`src/rtl/bbpd_pkg.sv`:
```
package bbpd_pkg;

  localparam int unsigned PixW      = 8;
  localparam int unsigned InkW      = 27;
  localparam int unsigned RowsW     = 15;
  localparam int unsigned VerdictW  = 2;
  localparam int unsigned CfgIdxW   = 3;
  localparam int unsigned CfgDataW  = 16;

  localparam int unsigned WidthW    = 14;
  localparam int unsigned HeightW   = 15;
  localparam int unsigned SideW     = 16;
  localparam int unsigned IptW      = 10;
  localparam int unsigned RunW      = 8;

  localparam int unsigned DefMaxWidth  = 8192;
  localparam int unsigned DefMaxHeight = 16384;

  localparam int unsigned InkDivisor    = 1000;
  localparam int unsigned RecipW        = 32;
  localparam int unsigned InkRecipShift = 41;
  // floor(n / 1000) == (n * InkRecip) >> InkRecipShift for n up to 2**32
  localparam logic [RecipW-1:0] InkRecip = 32'd2199023256;

  localparam logic [InkW-1:0]  InkSat  = {InkW{1'b1}};
  localparam logic [RowsW-1:0] RowsSat = {RowsW{1'b1}};
  localparam logic [RunW-1:0]  RunSat  = {RunW{1'b1}};

  localparam logic [WidthW-1:0]  RstImageWidth     = 14'd8192;
  localparam logic [HeightW-1:0] RstImageHeight    = 15'd16384;
  localparam logic [SideW-1:0]   RstSideNumber     = 16'd1;
  localparam logic [PixW-1:0]    RstBlankThreshold = 8'd245;
  localparam logic [IptW-1:0]    RstInkPerThousand = 10'd6;
  localparam logic [PixW-1:0]    RstStrokeThresh   = 8'd180;
  localparam logic [RunW-1:0]    RstStrokeMinRun   = 8'd4;
  localparam logic [RowsW-1:0]   RstStrokeMinRows  = 15'd2;

  typedef enum logic [CfgIdxW-1:0] {
    CfgImageWidth,
    CfgImageHeight,
    CfgSideNumber,
    CfgBlankThreshold,
    CfgInkPerThousand,
    CfgStrokeThreshold,
    CfgStrokeMinRun,
    CfgStrokeMinRows
  } cfg_idx_e;

  typedef enum logic [VerdictW-1:0] {
    VerdictBlank,
    VerdictOdd,
    VerdictInk,
    VerdictStrokes
  } verdict_e;

  typedef struct packed {
    logic [WidthW-1:0]  image_width;
    logic [HeightW-1:0] image_height;
    logic [SideW-1:0]   side_number;
    logic [PixW-1:0]    blank_threshold;
    logic [IptW-1:0]    ink_per_thousand;
    logic [PixW-1:0]    stroke_threshold;
    logic [RunW-1:0]    stroke_min_run;
    logic [RowsW-1:0]   stroke_min_rows;
  } bbpd_cfg_t;

  typedef struct packed {
    logic            busy;
    logic [InkW-1:0] value;
  } bbpd_lim_t;

endpackage

```
`src/rtl/bbpd_if.sv`:
```
interface bbpd_pix_if;
  import bbpd_pkg::*;
  logic            valid;
  logic            ready;
  logic [PixW-1:0] pixel;
  modport source (output valid, output pixel, input ready);
  modport sink   (input valid, input pixel, output ready);
endinterface

interface bbpd_res_if;
  import bbpd_pkg::*;
  logic                valid;
  logic                ready;
  logic                is_blank;
  logic [VerdictW-1:0] verdict;
  logic [InkW-1:0]     ink_count;
  logic [RowsW-1:0]    stroke_rows;
  modport source (output valid, output is_blank, output verdict, output ink_count,
                  output stroke_rows, input ready);
  modport sink   (input valid, input is_blank, input verdict, input ink_count,
                  input stroke_rows, output ready);
endinterface

interface bbpd_cfg_if;
  import bbpd_pkg::*;
  logic                valid;
  logic                ready;
  logic [CfgIdxW-1:0]  index;
  logic [CfgDataW-1:0] data;
  modport source (output valid, output index, output data, input ready);
  modport sink   (input valid, input index, input data, output ready);
endinterface

```
`src/rtl/bbpd_limit.sv`:
```
module bbpd_limit #(
  parameter int unsigned MAX_WIDTH  = bbpd_pkg::DefMaxWidth,
  parameter int unsigned MAX_HEIGHT = bbpd_pkg::DefMaxHeight
) (
  input  logic                                clk_i,
  input  logic                                rst_ni,
  input  logic                                start_i,
  input  logic [$clog2(MAX_WIDTH+1)-1:0]      w_i,
  input  logic [$clog2(MAX_HEIGHT+1)-1:0]     h_i,
  input  logic [bbpd_pkg::IptW-1:0]           ipt_i,
  output bbpd_pkg::bbpd_lim_t                 lim_o
);
  import bbpd_pkg::*;

  localparam int unsigned WW = $clog2(MAX_WIDTH + 1);
  localparam int unsigned HW = $clog2(MAX_HEIGHT + 1);
  localparam int unsigned PW = WW + HW;
  localparam int unsigned QW = PW + RecipW;
  localparam int unsigned SW = PW + IptW;

  typedef enum logic [1:0] {LimMul, LimDiv, LimScale, LimIdle} lim_state_e;

  lim_state_e        state_q;
  logic [PW-1:0]     p_q;
  logic [InkW-1:0]   lim_q;

  logic [QW-1:0]     recip_prod;
  logic [SW-1:0]     prod;

  assign recip_prod = QW'(p_q) * QW'(InkRecip);
  assign prod       = SW'(p_q) * SW'(ipt_i);

  always_ff @(posedge clk_i or negedge rst_ni) begin
    if (!rst_ni) begin
      state_q <= LimMul;
      p_q     <= '0;
      lim_q   <= '0;
    end else if (start_i) begin
      state_q <= LimMul;
    end else begin
      case (state_q)
        LimMul: begin
          p_q     <= PW'(w_i) * PW'(h_i);
          state_q <= LimDiv;
        end
        LimDiv: begin
          p_q     <= PW'(recip_prod >> InkRecipShift);
          state_q <= LimScale;
        end
        LimScale: begin
          lim_q   <= (64'(prod) > 64'(InkSat)) ? InkSat : InkW'(prod);
          state_q <= LimIdle;
        end
        default: state_q <= LimIdle;
      endcase
    end
  end

  assign lim_o.busy  = (state_q != LimIdle) || start_i;
  assign lim_o.value = lim_q;

  a_start_restarts: assert property (@(posedge clk_i) disable iff (!rst_ni)
    start_i |=> state_q == LimMul)
    else $error("limit unit did not restart");

  a_idle_holds: assert property (@(posedge clk_i) disable iff (!rst_ni)
    state_q == LimIdle && !start_i |=> state_q == LimIdle)
    else $error("limit unit left idle without a start");

  a_quot_bounded: assert property (@(posedge clk_i) disable iff (!rst_ni)
    state_q == LimScale |->
      p_q <= PW'(64'(MAX_WIDTH) * 64'(MAX_HEIGHT) / 64'(InkDivisor)))
    else $error("area quotient out of range");

endmodule

```
`src/rtl/bbpd_scan.sv`:
```
module bbpd_scan #(
  parameter int unsigned MAX_WIDTH  = bbpd_pkg::DefMaxWidth,
  parameter int unsigned MAX_HEIGHT = bbpd_pkg::DefMaxHeight
) (
  input  logic                            clk_i,
  input  logic                            rst_ni,
  bbpd_pix_if.sink                        pix_i,
  bbpd_res_if.source                      res_o,
  input  bbpd_pkg::bbpd_cfg_t             cfg_i,
  input  logic [$clog2(MAX_WIDTH+1)-1:0]  w_i,
  input  logic [$clog2(MAX_HEIGHT+1)-1:0] h_i,
  input  bbpd_pkg::bbpd_lim_t             lim_i
);
  import bbpd_pkg::*;

  localparam int unsigned CW = $clog2(MAX_WIDTH);
  localparam int unsigned RW = $clog2(MAX_HEIGHT);

  logic            vld_q;
  logic [PixW-1:0] pix_q;

  logic [CW-1:0]    col_q;
  logic [RW-1:0]    row_q;
  logic [InkW-1:0]  ink_q;
  logic [InkW-1:0]  lim_q;
  logic [RunW-1:0]  run_q;
  logic             rstroke_q;
  logic [RowsW-1:0] srows_q;

  logic             res_vld_q;
  logic             res_blank_q;
  verdict_e         res_verdict_q;
  logic [InkW-1:0]  res_ink_q;
  logic [RowsW-1:0] res_rows_q;

  logic             col_last, row_last, page_end, first, adv;
  logic             dark, stroke_now;
  logic [InkW-1:0]  ink_new, lim_cur;
  logic [RunW-1:0]  run_new;
  logic [RowsW-1:0] srows_new;
  verdict_e         verdict;

  assign col_last = (32'(col_q) + 32'd1) >= 32'(w_i);
  assign row_last = (32'(row_q) + 32'd1) >= 32'(h_i);
  assign page_end = col_last && row_last;
  assign first    = (col_q == '0) && (row_q == '0);
  assign adv      = vld_q && !lim_i.busy && (!page_end || !res_vld_q || res_o.ready);

  assign pix_i.ready = !vld_q || adv;

  assign ink_new = (pix_q < cfg_i.blank_threshold && ink_q != InkSat) ? ink_q + 1'b1 : ink_q;
  assign dark    = pix_q < cfg_i.stroke_threshold;
  assign run_new = !dark ? '0 : (run_q == RunSat ? run_q : run_q + 1'b1);
  assign stroke_now = rstroke_q || (dark && run_new >= cfg_i.stroke_min_run);
  assign srows_new  = (stroke_now && srows_q != RowsSat) ? srows_q + 1'b1 : srows_q;
  assign lim_cur    = first ? lim_i.value : lim_q;

  always_comb begin
    if (cfg_i.side_number[0]) begin
      verdict = VerdictOdd;
    end else if (ink_new > lim_cur) begin
      verdict = VerdictInk;
    end else if (srows_new >= cfg_i.stroke_min_rows) begin
      verdict = VerdictStrokes;
    end else begin
      verdict = VerdictBlank;
    end
  end

  always_ff @(posedge clk_i or negedge rst_ni) begin
    if (!rst_ni) begin
      vld_q <= 1'b0;
    end else if (pix_i.valid && pix_i.ready) begin
      vld_q <= 1'b1;
    end else if (adv) begin
      vld_q <= 1'b0;
    end
  end

  always_ff @(posedge clk_i) begin
    if (pix_i.valid && pix_i.ready) begin
      pix_q <= pix_i.pixel;
    end
    if (adv) begin
      lim_q <= lim_cur;
    end
    if (adv && page_end) begin
      res_blank_q   <= verdict == VerdictBlank;
      res_verdict_q <= verdict;
      res_ink_q     <= ink_new;
      res_rows_q    <= srows_new;
    end
  end

  always_ff @(posedge clk_i or negedge rst_ni) begin
    if (!rst_ni) begin
      col_q     <= '0;
      row_q     <= '0;
      ink_q     <= '0;
      run_q     <= '0;
      rstroke_q <= 1'b0;
      srows_q   <= '0;
    end else if (adv) begin
      if (page_end) begin
        col_q     <= '0;
        row_q     <= '0;
        ink_q     <= '0;
        run_q     <= '0;
        rstroke_q <= 1'b0;
        srows_q   <= '0;
      end else if (col_last) begin
        col_q     <= '0;
        row_q     <= row_q + 1'b1;
        ink_q     <= ink_new;
        run_q     <= '0;
        rstroke_q <= 1'b0;
        srows_q   <= srows_new;
      end else begin
        col_q     <= col_q + 1'b1;
        ink_q     <= ink_new;
        run_q     <= run_new;
        rstroke_q <= stroke_now;
      end
    end
  end

  always_ff @(posedge clk_i or negedge rst_ni) begin
    if (!rst_ni) begin
      res_vld_q <= 1'b0;
    end else if (adv && page_end) begin
      res_vld_q <= 1'b1;
    end else if (res_o.ready) begin
      res_vld_q <= 1'b0;
    end
  end

  assign res_o.valid       = res_vld_q;
  assign res_o.is_blank    = res_blank_q;
  assign res_o.verdict     = res_verdict_q;
  assign res_o.ink_count   = res_ink_q;
  assign res_o.stroke_rows = res_rows_q;

  a_page_clears: assert property (@(posedge clk_i) disable iff (!rst_ni)
    adv && page_end |=> first && ink_q == '0 && srows_q == '0)
    else $error("page counters not cleared after last pixel");

  a_row_start_run: assert property (@(posedge clk_i) disable iff (!rst_ni)
    col_q == '0 |-> run_q == '0 && !rstroke_q)
    else $error("run state carried across a row boundary");

  a_blank_flag: assert property (@(posedge clk_i) disable iff (!rst_ni)
    res_vld_q |-> res_blank_q == (res_verdict_q == VerdictBlank))
    else $error("blank flag disagrees with verdict");

endmodule

```
`src/rtl/blank_back_page_detector_core.sv`:
```
// Blank back page detector.
// pix_i: one 8-bit grey pixel per word, raster order, valid/ready.
// cfg_i: register writes (index, data), always ready; page size and
//   ink_per_thousand writes restart the ink limit unit.
// res_o: one word per page after its last pixel: is_blank, verdict,
//   ink_count, stroke_rows.
// Throughput: one pixel per cycle while the ink limit unit is idle and
//   no page end waits on a stalled result. The last pixel passes the
//   input register, then the counter stage writes the result register.
// The ink limit (w*h/1000)*ink_per_thousand comes from a unit that steps
//   through multiply, divide by 1000 as a reciprocal multiply, and a scale step.
//   While it runs, after reset and after a write that restarts it, pixels
//   are held in the input register.
// A stalled result holds in the result register; the pixel after the last
//   one of a page still enters and its row keeps counting, only the next
//   page end waits for the result to be taken.
// Reset clears all counters and loads default configuration.
module blank_back_page_detector_core #(
  parameter int unsigned MAX_WIDTH  = bbpd_pkg::DefMaxWidth,
  parameter int unsigned MAX_HEIGHT = bbpd_pkg::DefMaxHeight
) (
  input  logic        clk_i,
  input  logic        rst_ni,
  bbpd_pix_if.sink    pix_i,
  bbpd_cfg_if.sink    cfg_i,
  bbpd_res_if.source  res_o
);
  import bbpd_pkg::*;

  localparam int unsigned WW = $clog2(MAX_WIDTH + 1);
  localparam int unsigned HW = $clog2(MAX_HEIGHT + 1);

  bbpd_cfg_t       cfg_q;
  bbpd_lim_t       lim;
  logic [WW-1:0]   w_eff;
  logic [HW-1:0]   h_eff;
  logic            cfg_wr;
  logic            lim_start;
  cfg_idx_e        cfg_idx;

  assign cfg_i.ready = 1'b1;
  assign cfg_wr      = cfg_i.valid && cfg_i.ready;
  assign cfg_idx     = cfg_idx_e'(cfg_i.index);
  assign lim_start   = cfg_wr && (cfg_idx == CfgImageWidth || cfg_idx == CfgImageHeight ||
                                  cfg_idx == CfgInkPerThousand);

  always_ff @(posedge clk_i or negedge rst_ni) begin
    if (!rst_ni) begin
      cfg_q.image_width      <= RstImageWidth;
      cfg_q.image_height     <= RstImageHeight;
      cfg_q.side_number      <= RstSideNumber;
      cfg_q.blank_threshold  <= RstBlankThreshold;
      cfg_q.ink_per_thousand <= RstInkPerThousand;
      cfg_q.stroke_threshold <= RstStrokeThresh;
      cfg_q.stroke_min_run   <= RstStrokeMinRun;
      cfg_q.stroke_min_rows  <= RstStrokeMinRows;
    end else if (cfg_wr) begin
      case (cfg_idx)
        CfgImageWidth:      cfg_q.image_width      <= cfg_i.data[WidthW-1:0];
        CfgImageHeight:     cfg_q.image_height     <= cfg_i.data[HeightW-1:0];
        CfgSideNumber:      cfg_q.side_number      <= cfg_i.data[SideW-1:0];
        CfgBlankThreshold:  cfg_q.blank_threshold  <= cfg_i.data[PixW-1:0];
        CfgInkPerThousand:  cfg_q.ink_per_thousand <= cfg_i.data[IptW-1:0];
        CfgStrokeThreshold: cfg_q.stroke_threshold <= cfg_i.data[PixW-1:0];
        CfgStrokeMinRun:    cfg_q.stroke_min_run   <= cfg_i.data[RunW-1:0];
        CfgStrokeMinRows:   cfg_q.stroke_min_rows  <= cfg_i.data[RowsW-1:0];
        default: ;
      endcase
    end
  end

  // zero size acts as 1, oversize clamps to the maximum
  always_comb begin
    if (cfg_q.image_width == '0) begin
      w_eff = WW'(1);
    end else if (32'(cfg_q.image_width) > MAX_WIDTH) begin
      w_eff = WW'(MAX_WIDTH);
    end else begin
      w_eff = WW'(cfg_q.image_width);
    end
    if (cfg_q.image_height == '0) begin
      h_eff = HW'(1);
    end else if (32'(cfg_q.image_height) > MAX_HEIGHT) begin
      h_eff = HW'(MAX_HEIGHT);
    end else begin
      h_eff = HW'(cfg_q.image_height);
    end
  end

  bbpd_limit #(
    .MAX_WIDTH  (MAX_WIDTH),
    .MAX_HEIGHT (MAX_HEIGHT)
  ) u_limit (
    .clk_i   (clk_i),
    .rst_ni  (rst_ni),
    .start_i (lim_start),
    .w_i     (w_eff),
    .h_i     (h_eff),
    .ipt_i   (cfg_q.ink_per_thousand),
    .lim_o   (lim)
  );

  bbpd_scan #(
    .MAX_WIDTH  (MAX_WIDTH),
    .MAX_HEIGHT (MAX_HEIGHT)
  ) u_scan (
    .clk_i  (clk_i),
    .rst_ni (rst_ni),
    .pix_i  (pix_i),
    .res_o  (res_o),
    .cfg_i  (cfg_q),
    .w_i    (w_eff),
    .h_i    (h_eff),
    .lim_i  (lim)
  );

endmodule
```
`src/flat_wrapper.sv`:
```
// flat-port wrapper written by rule: the top's interface ports become plain ports
module blank_back_page_detector_core_flat import bbpd_pkg::*;
#(
  parameter int unsigned MAX_WIDTH  = bbpd_pkg::DefMaxWidth,
  parameter int unsigned MAX_HEIGHT = bbpd_pkg::DefMaxHeight
)
  (clk_i, rst_ni, pix_i_valid, pix_i_pixel, pix_i_ready, cfg_i_valid, cfg_i_index, cfg_i_data, cfg_i_ready, res_o_valid, res_o_is_blank, res_o_verdict, res_o_ink_count, res_o_stroke_rows, res_o_ready);
  bbpd_pix_if pix_i_i ();
  bbpd_cfg_if cfg_i_i ();
  bbpd_res_if res_o_i ();
  input  logic clk_i;
  input  logic rst_ni;
  input wire logic [$bits(pix_i_i.valid)-1:0] pix_i_valid;
  input wire logic [$bits(pix_i_i.pixel)-1:0] pix_i_pixel;
  output wire logic [$bits(pix_i_i.ready)-1:0] pix_i_ready;
  input wire logic [$bits(cfg_i_i.valid)-1:0] cfg_i_valid;
  input wire logic [$bits(cfg_i_i.index)-1:0] cfg_i_index;
  input wire logic [$bits(cfg_i_i.data)-1:0] cfg_i_data;
  output wire logic [$bits(cfg_i_i.ready)-1:0] cfg_i_ready;
  output wire logic [$bits(res_o_i.valid)-1:0] res_o_valid;
  output wire logic [$bits(res_o_i.is_blank)-1:0] res_o_is_blank;
  output wire logic [$bits(res_o_i.verdict)-1:0] res_o_verdict;
  output wire logic [$bits(res_o_i.ink_count)-1:0] res_o_ink_count;
  output wire logic [$bits(res_o_i.stroke_rows)-1:0] res_o_stroke_rows;
  input wire logic [$bits(res_o_i.ready)-1:0] res_o_ready;
  assign pix_i_i.valid = pix_i_valid;
  assign pix_i_i.pixel = pix_i_pixel;
  assign pix_i_ready = pix_i_i.ready;
  assign cfg_i_i.valid = cfg_i_valid;
  assign cfg_i_i.index = cfg_i_index;
  assign cfg_i_i.data = cfg_i_data;
  assign cfg_i_ready = cfg_i_i.ready;
  assign res_o_valid = res_o_i.valid;
  assign res_o_is_blank = res_o_i.is_blank;
  assign res_o_verdict = res_o_i.verdict;
  assign res_o_ink_count = res_o_i.ink_count;
  assign res_o_stroke_rows = res_o_i.stroke_rows;
  assign res_o_i.ready = res_o_ready;
  blank_back_page_detector_core #(.MAX_WIDTH(MAX_WIDTH), .MAX_HEIGHT(MAX_HEIGHT)) u_core (.clk_i(clk_i), .rst_ni(rst_ni), .pix_i(pix_i_i), .cfg_i(cfg_i_i), .res_o(res_o_i));
endmodule
```
`config.mk`:
```
export PLATFORM = sky130hd
export DESIGN_NAME = blank_back_page_detector_core_flat
export DESIGN_NICKNAME = d
export VERILOG_FILES = /design/src/rtl/bbpd_pkg.sv /design/src/rtl/bbpd_if.sv /design/src/rtl/bbpd_limit.sv /design/src/rtl/bbpd_scan.sv /design/src/rtl/blank_back_page_detector_core.sv /design/src/flat_wrapper.sv
export SDC_FILE = /design/constraint.sdc
export NUM_CORES = 2
export LEC_CHECK = 0
export BUFFER_PORTS_ARGS = -buffer_cell sky130_fd_sc_hd__buf_2
export CAP_MARGIN = 15
export CORE_MARGIN = 8
export CORE_UTILIZATION = 55
export CTS_BUF_LIST = sky130_fd_sc_hd__clkbuf_8
export DETAILED_ROUTE_END_ITERATION = 6
export HOLD_SLACK_MARGIN = 0.08
export MAX_ROUTING_LAYER = met4
export PLACE_DENSITY = 0.73
export SLEW_MARGIN = 20
export SYNTH_ARGS = -nofsm -noshare
export SYNTH_HDL_FRONTEND = slang
export SYNTH_HIERARCHICAL = 1
export SYNTH_SLANG_ARGS = --single-unit
```
`constraint.sdc`:
```
create_clock -name clk_i -period 7 [get_ports clk_i]
set_input_delay 2.1 -clock clk_i [delete_from_list [all_inputs] [get_ports clk_i]]
set_output_delay 2.1 -clock clk_i [all_outputs]
set_load 0.05 [all_outputs]
```
Word level (Yosys, flattened, before mapping)
Cells that the tools add are included.
Storage, ports and cells
  bits in registers: 297
  output and inout bits: 48
  word-level logic and storage cells: 133
Cells by class
  $add $sub $neg: 7
  multipliers: 3
  $lt $le $gt $ge: 10
  equality and inequality tests: 13
  muxes and demuxes: 31
  bitwise logic cells: 1
  reductions and logical operators: 43
Operator list (number)
  27-bit 2-to-1 mux: 4
  15-bit 2-to-1 mux: 5
  29-bit by 29-bit multiplier with 58-bit output, second input constant: 1
  29-bit one-hot mux with 2 select lines: 1
  14-bit 2-to-1 mux: 4
  39-bit by 27-bit > comparator with 1-bit output, second input constant: 1
  29-bit by 10-bit multiplier with 39-bit output: 1
  32-bit by 14-bit >= comparator with 1-bit output: 1
  8-bit 2-to-1 mux: 4
  15-bit >= comparator: 2
  14-bit by 15-bit multiplier with 29-bit output: 1
  14-bit zero test: 2
  27-bit by 1-bit adder with 27-bit output, second input constant: 1
  27-bit > comparator: 1
  27-bit inequality test, second input constant: 1
  13-bit 2-to-1 mux: 2
  2-bit AND reduction: 11
  8-bit less-than comparator: 2
  14-bit by 1-bit adder with 15-bit output, second input constant: 1
  15-bit by 1-bit adder with 15-bit output, second input constant: 1
  15-bit > comparator, second input constant: 1
  15-bit zero test: 1
  15-bit inequality test, second input constant: 1
  13-bit by 1-bit adder with 14-bit output, second input constant: 1
  other kinds (23): 57

Longest topological paths before layout
  depth after elaboration: 13
  gate-level depth with buffers: 27
  gate-level depth less buffers: 26

Modules after synthesis
The synthesis kept the hierarchy.
By module, submodules not included
  bbpd_limit: times used 1, cells each 3428, area an instance 31391.4 µm², sequential area each 1451.4 µm²
  bbpd_scan: times used 1, cells each 1036, area an instance 10312.4 µm², sequential area each 4404.2 µm²
  blank_back_page_detector_core: times used 1, cells each 250, area an instance 3876.2 µm², sequential area each 2373.5 µm²

Least setup slack after synthesis
Ideal clock, no wire load.
  path kind: reg2reg
  start point: register u_core.u_limit.p_q[14]
  end point: register u_core.u_limit.p_q[14]
  setup time: 0.123 ns
  arrival time: 6.836 ns
  required time: 6.877 ns
  setup slack: 0.041 ns
  stages on the path, launching flop included: 26
  path buffers: 0
  cell sequence: dfrtp_1 -> ha_1 -> inv_1 -> fa_1 -> inv_1 -> ha_1 -> inv_1 -> fa_1 -> inv_1 -> fa_1 -> inv_1 -> fa_1 -> inv_1 -> fa_1 -> fa_1 -> ha_1 -> nand2_1 -> or4_1 -> a211o_1 -> o2111ai_1 -> o22ai_1 -> o31ai_1 -> a31oi_1 -> nor2_1 -> a21oi_1 -> o221a_2
Between the ends
  longest elaborated chain between the ends: 2
Ends and longest elaborated chain
  start: declaration: line bbpd_limit.sv:24  | logic [PW-1:0] p_q;
  start signal: assignment: line bbpd_limit.sv:43  | p_q <= PW'(w_i) * PW'(h_i);
  start signal: assignment: line bbpd_limit.sv:47  | p_q <= PW'(recip_prod >> InkRecipShift);
  29-bit by 29-bit multiplier with 58-bit output: line bbpd_limit.sv:30  | assign recip_prod = QW'(p_q) * QW'(InkRecip);
  29-bit one-hot mux with 2 select lines: line bbpd_limit.sv:41  | case (state_q)
No other way between the ends.
A chain may end at the register's enable or synchronous reset.

Worst setup path after layout
  start point: register u_core.u_limit.p_q[14]
  end point: register u_core.u_limit.p_q[11]
The elaborated chain is that of the path after synthesis.

==> summary.txt <==
GRT
  • Initial antenna violation count: 3
  • Vias in the first global route: 35370
  • First-pass GRT wire length: 182.0 mm
  • Largest net degree at the start of global routing: 119
  • Total gr overflow: 0
  • Total GRT Usage: 25.40%

Clock network
  • H-tree depth: 2
  • Hold_buf cts: 0
  • Root buffer cell: clkbuf_8
  • Clk Latency, worst-skew pair: 0.68 ns
  • Reg clk slew, reported paths: 0.07 ns
  • CTS Buf Count: 53
  • Clk buf depth: 3
  • CTS tree: built
  • Sink Count: 297

STA
  • Setup TNS: -3.835 ns
  • Fin worst setup slack: -0.3077 ns
  • Min Hold Slack: 0.4669 ns
  • Slew Limit Fails: 0
  • Min Tclk post-route: 7.308 ns
  • Final Setup Violations: 19
  • Rel. slew slack: 26.97%
  • Worst Tran Pin Value: 1.095 ns
  • Fin. Hold Viols: 0
  • Worst Skew: 0.04047 ns
  • Tcrit/Tclk final: 104.4%
  • RSZ-0062 raised after global routing: yes
  • Fmax: 136.8 MHz

Detailed routing
  • Vias post-DR: 33390
  • # DRC: 0
  • Vias per cell: 5.480
  • DR WL/cell: 18.25 µm
  • DRT Pass-1 Iters: 6
  • Post-route ant nets: 0
  • Detailed Route WL: 111.1 mm
  • Initial DRC count: 2309

Yosys
  • Syn Nets: 5978
  • Syn Inst Count: 4683
  • Avg Synthesized Cell Area: 9.614 µm²
  • Yosys warnings: 6
  • Mapped Area: 45020 µm²

Finish
  • Fin nets: 6270
  • Share of cells above drive strength 1: 14.82%
  • Fillers: 6612
  • FF+latch area: 7874 µm²
  • Footprint of the multi-input gates: 33420 µm²
  • Design area: 50350 µm²
  • Synth-to-Final Area Change: 11.82%

Place
  • Post-DP HPWL: 88.26 mm
  • Setup slack after placement: -0.7318 ns
  • Placer Congestion: 0.9258
  • Number of buffers added on ports: 77
  • DP Area: 48420 µm²

Min path
  • Worst Hold End: u_core/u_scan/srows_q[7]
  • Worst hold start: u_core/u_scan/srows_q[7]
  • HP Class: reg2reg
  • Worst hold stages: 1

Worst setup path
  • Reg2reg path depth: 24
  • Largest fanout on the critical path: 5
  • Worst EP required: 7.56 ns
  • RR Startpoint: u_core/u_limit/p_q[14]
  • Critical Path Source Type: flip-flop
  • Crit path arrival time: 7.86 ns
  • Worst reg2reg setup slack: -0.31 ns
  • CP Capture Type: flip-flop
  • Crit path kind: reg2reg
  • FF-to-FF End: u_core/u_limit/p_q[11]

Job
  • Max Cap Viol: 0

Floorplan
  • I/O Pins: 80
  • Die footprint: 91270 µm²
  • Row count: 105
  • Die Y: 302.1 µm
  • Starting Density: 55.19%
  • Std-Cell Core Area: 81580 µm²
  • Die width: 302.1 µm

Status
  • Status: finished, violations left
  • Violated checks: negative setup slack
-- metrics by stage --
| stage | instances | utilization, % |
|---|---|---|
| 6_report | 6092 | 61.71 |
| 4_1_cts | 6077 | 61.24 |
| 3_5_place_dp | 5971 | 59.35 |
| 2_1_floorplan | 4683 | - |
| 3_3_place_gp | 5971 | 59.35 |
| 5_1_grt | 6092 | 61.71 |
-- worst max-delay path, cell delays in order, from the launching register on --
cell,delay (ns)
dfrtp_2,0.51
ha_4,0.30
inv_2,0.04
fa_1,0.46
inv_2,0.08
fa_1,0.43
fa_1,0.48
fa_1,0.51
inv_2,0.04
fa_1,0.53
inv_1,0.06
fa_1,0.51
fa_1,0.48
ha_4,0.31
nand2_4,0.05
or4_4,0.56
a211o_4,0.34
o2111ai_4,0.23
o22ai_4,0.13
o31ai_4,0.24
buf_4,0.17
a211oi_2,0.08
a2111oi_4,0.37
a21oi_4,0.08
o21ai_0,0.19
-- worst max-delay path by stage --
stage	startpoint	slack (ns)	endpoint
3_3_place_gp	u_core/u_limit/p_q[18]	-0.67	u_core/u_limit/p_q[11]
4_1_cts	u_core/u_limit/p_q[14]	-0.24	u_core/u_limit/p_q[15]
5_1_grt	u_core/u_limit/p_q[14]	-0.51	u_core/u_limit/p_q[11]
2_1_floorplan	u_core/u_limit/p_q[14]	0.04	u_core/u_limit/p_q[14]
6_report	u_core/u_limit/p_q[14]	-0.31	u_core/u_limit/p_q[11]
3_5_place_dp	u_core/u_limit/p_q[14]	-0.73	u_core/u_limit/p_q[14]
-- registers in the layout (all words and copies together), names as in the netlist, 13 cells and up --
name and flops:
u_core/u_scan/res_o.stroke_rows 15, u_core/cfg_q 79, u_core/u_scan/res_o.ink_count 27, u_core/u_scan/lim_q 27, u_core/u_limit/lim_q 27, u_core/u_scan/row_q 14
u_core/u_scan/col_q 13, u_core/u_scan/srows_q 15, u_core/u_limit/p_q 29, u_core/u_scan/ink_q 27
-- layer usage --
metal  vias to the layer above  wire length, µm  share of wire (%)  track usage [%]
li1                      15600                -                  -                -
met1                     16650            47940                 43            33.30
met2                       940            53620                 48            41.25
met3                       199             6642                6.0            3.605
met4                         0             2944                2.6            7.241
met5                         -                0                  0                -
-- final cells by class --
| cell class | instances | share of cell area (%) |
|---|---|---|
| Multi-Input combinational cell | 3239 | 66.39 |
| Sequential cell | 297 | 15.64 |
| Tap cell | 1070 | 2.659 |
| Clock inverter | 42 | 0.5120 |
| Antenna cell | 3 | 0.01491 |
| Timing Repair Buffer | 397 | 5.870 |
| Inverter | 987 | 7.359 |
| Clock buffer | 57 | 1.558 |
-- layout by cell type, fill, tap and decap left out, types with 14 or more instances in the layout --
master    instances
a22o_1           18
dfstp_2          16
ha_1            612
o21a_1           33
nand2b_1         14
nor2_1          153
nand3_1          69
nand2_1         426
nor2b_1          40
buf_2            76
inv_2            20
inv_1           988
and3_1           34
and2_1          235
ha_4             17
a21oi_2          27
a21o_1           62
xor2_1           61
buf_4           298
nand4_1          36
edfxtp_1         80
o21ai_1          28
a31oi_1          27
nor3_1           30
o211ai_1         14
clkbuf_8         57
dfrtp_1         187
mux2i_1          43
buf_6            14
fa_1            624
xnor2_1          71
nor4_1           14
o21ai_0         102
a21oi_1         137
mux2_2           80
-- repair_timing --
| item | 4_1_cts | 5_1_grt |
|---|---|---|
| gates resized for setup | 86 | 70 |
| pin swaps | 56 | 36 |
| setup endpoints to repair | 20 | 48 |
| setup buffers | 8 | 11 |
| gates cloned | 0 | 1 |
Power is not shown: default switching activity piles up to over one toggle a cycle in this logic, so the estimate is an artifact.
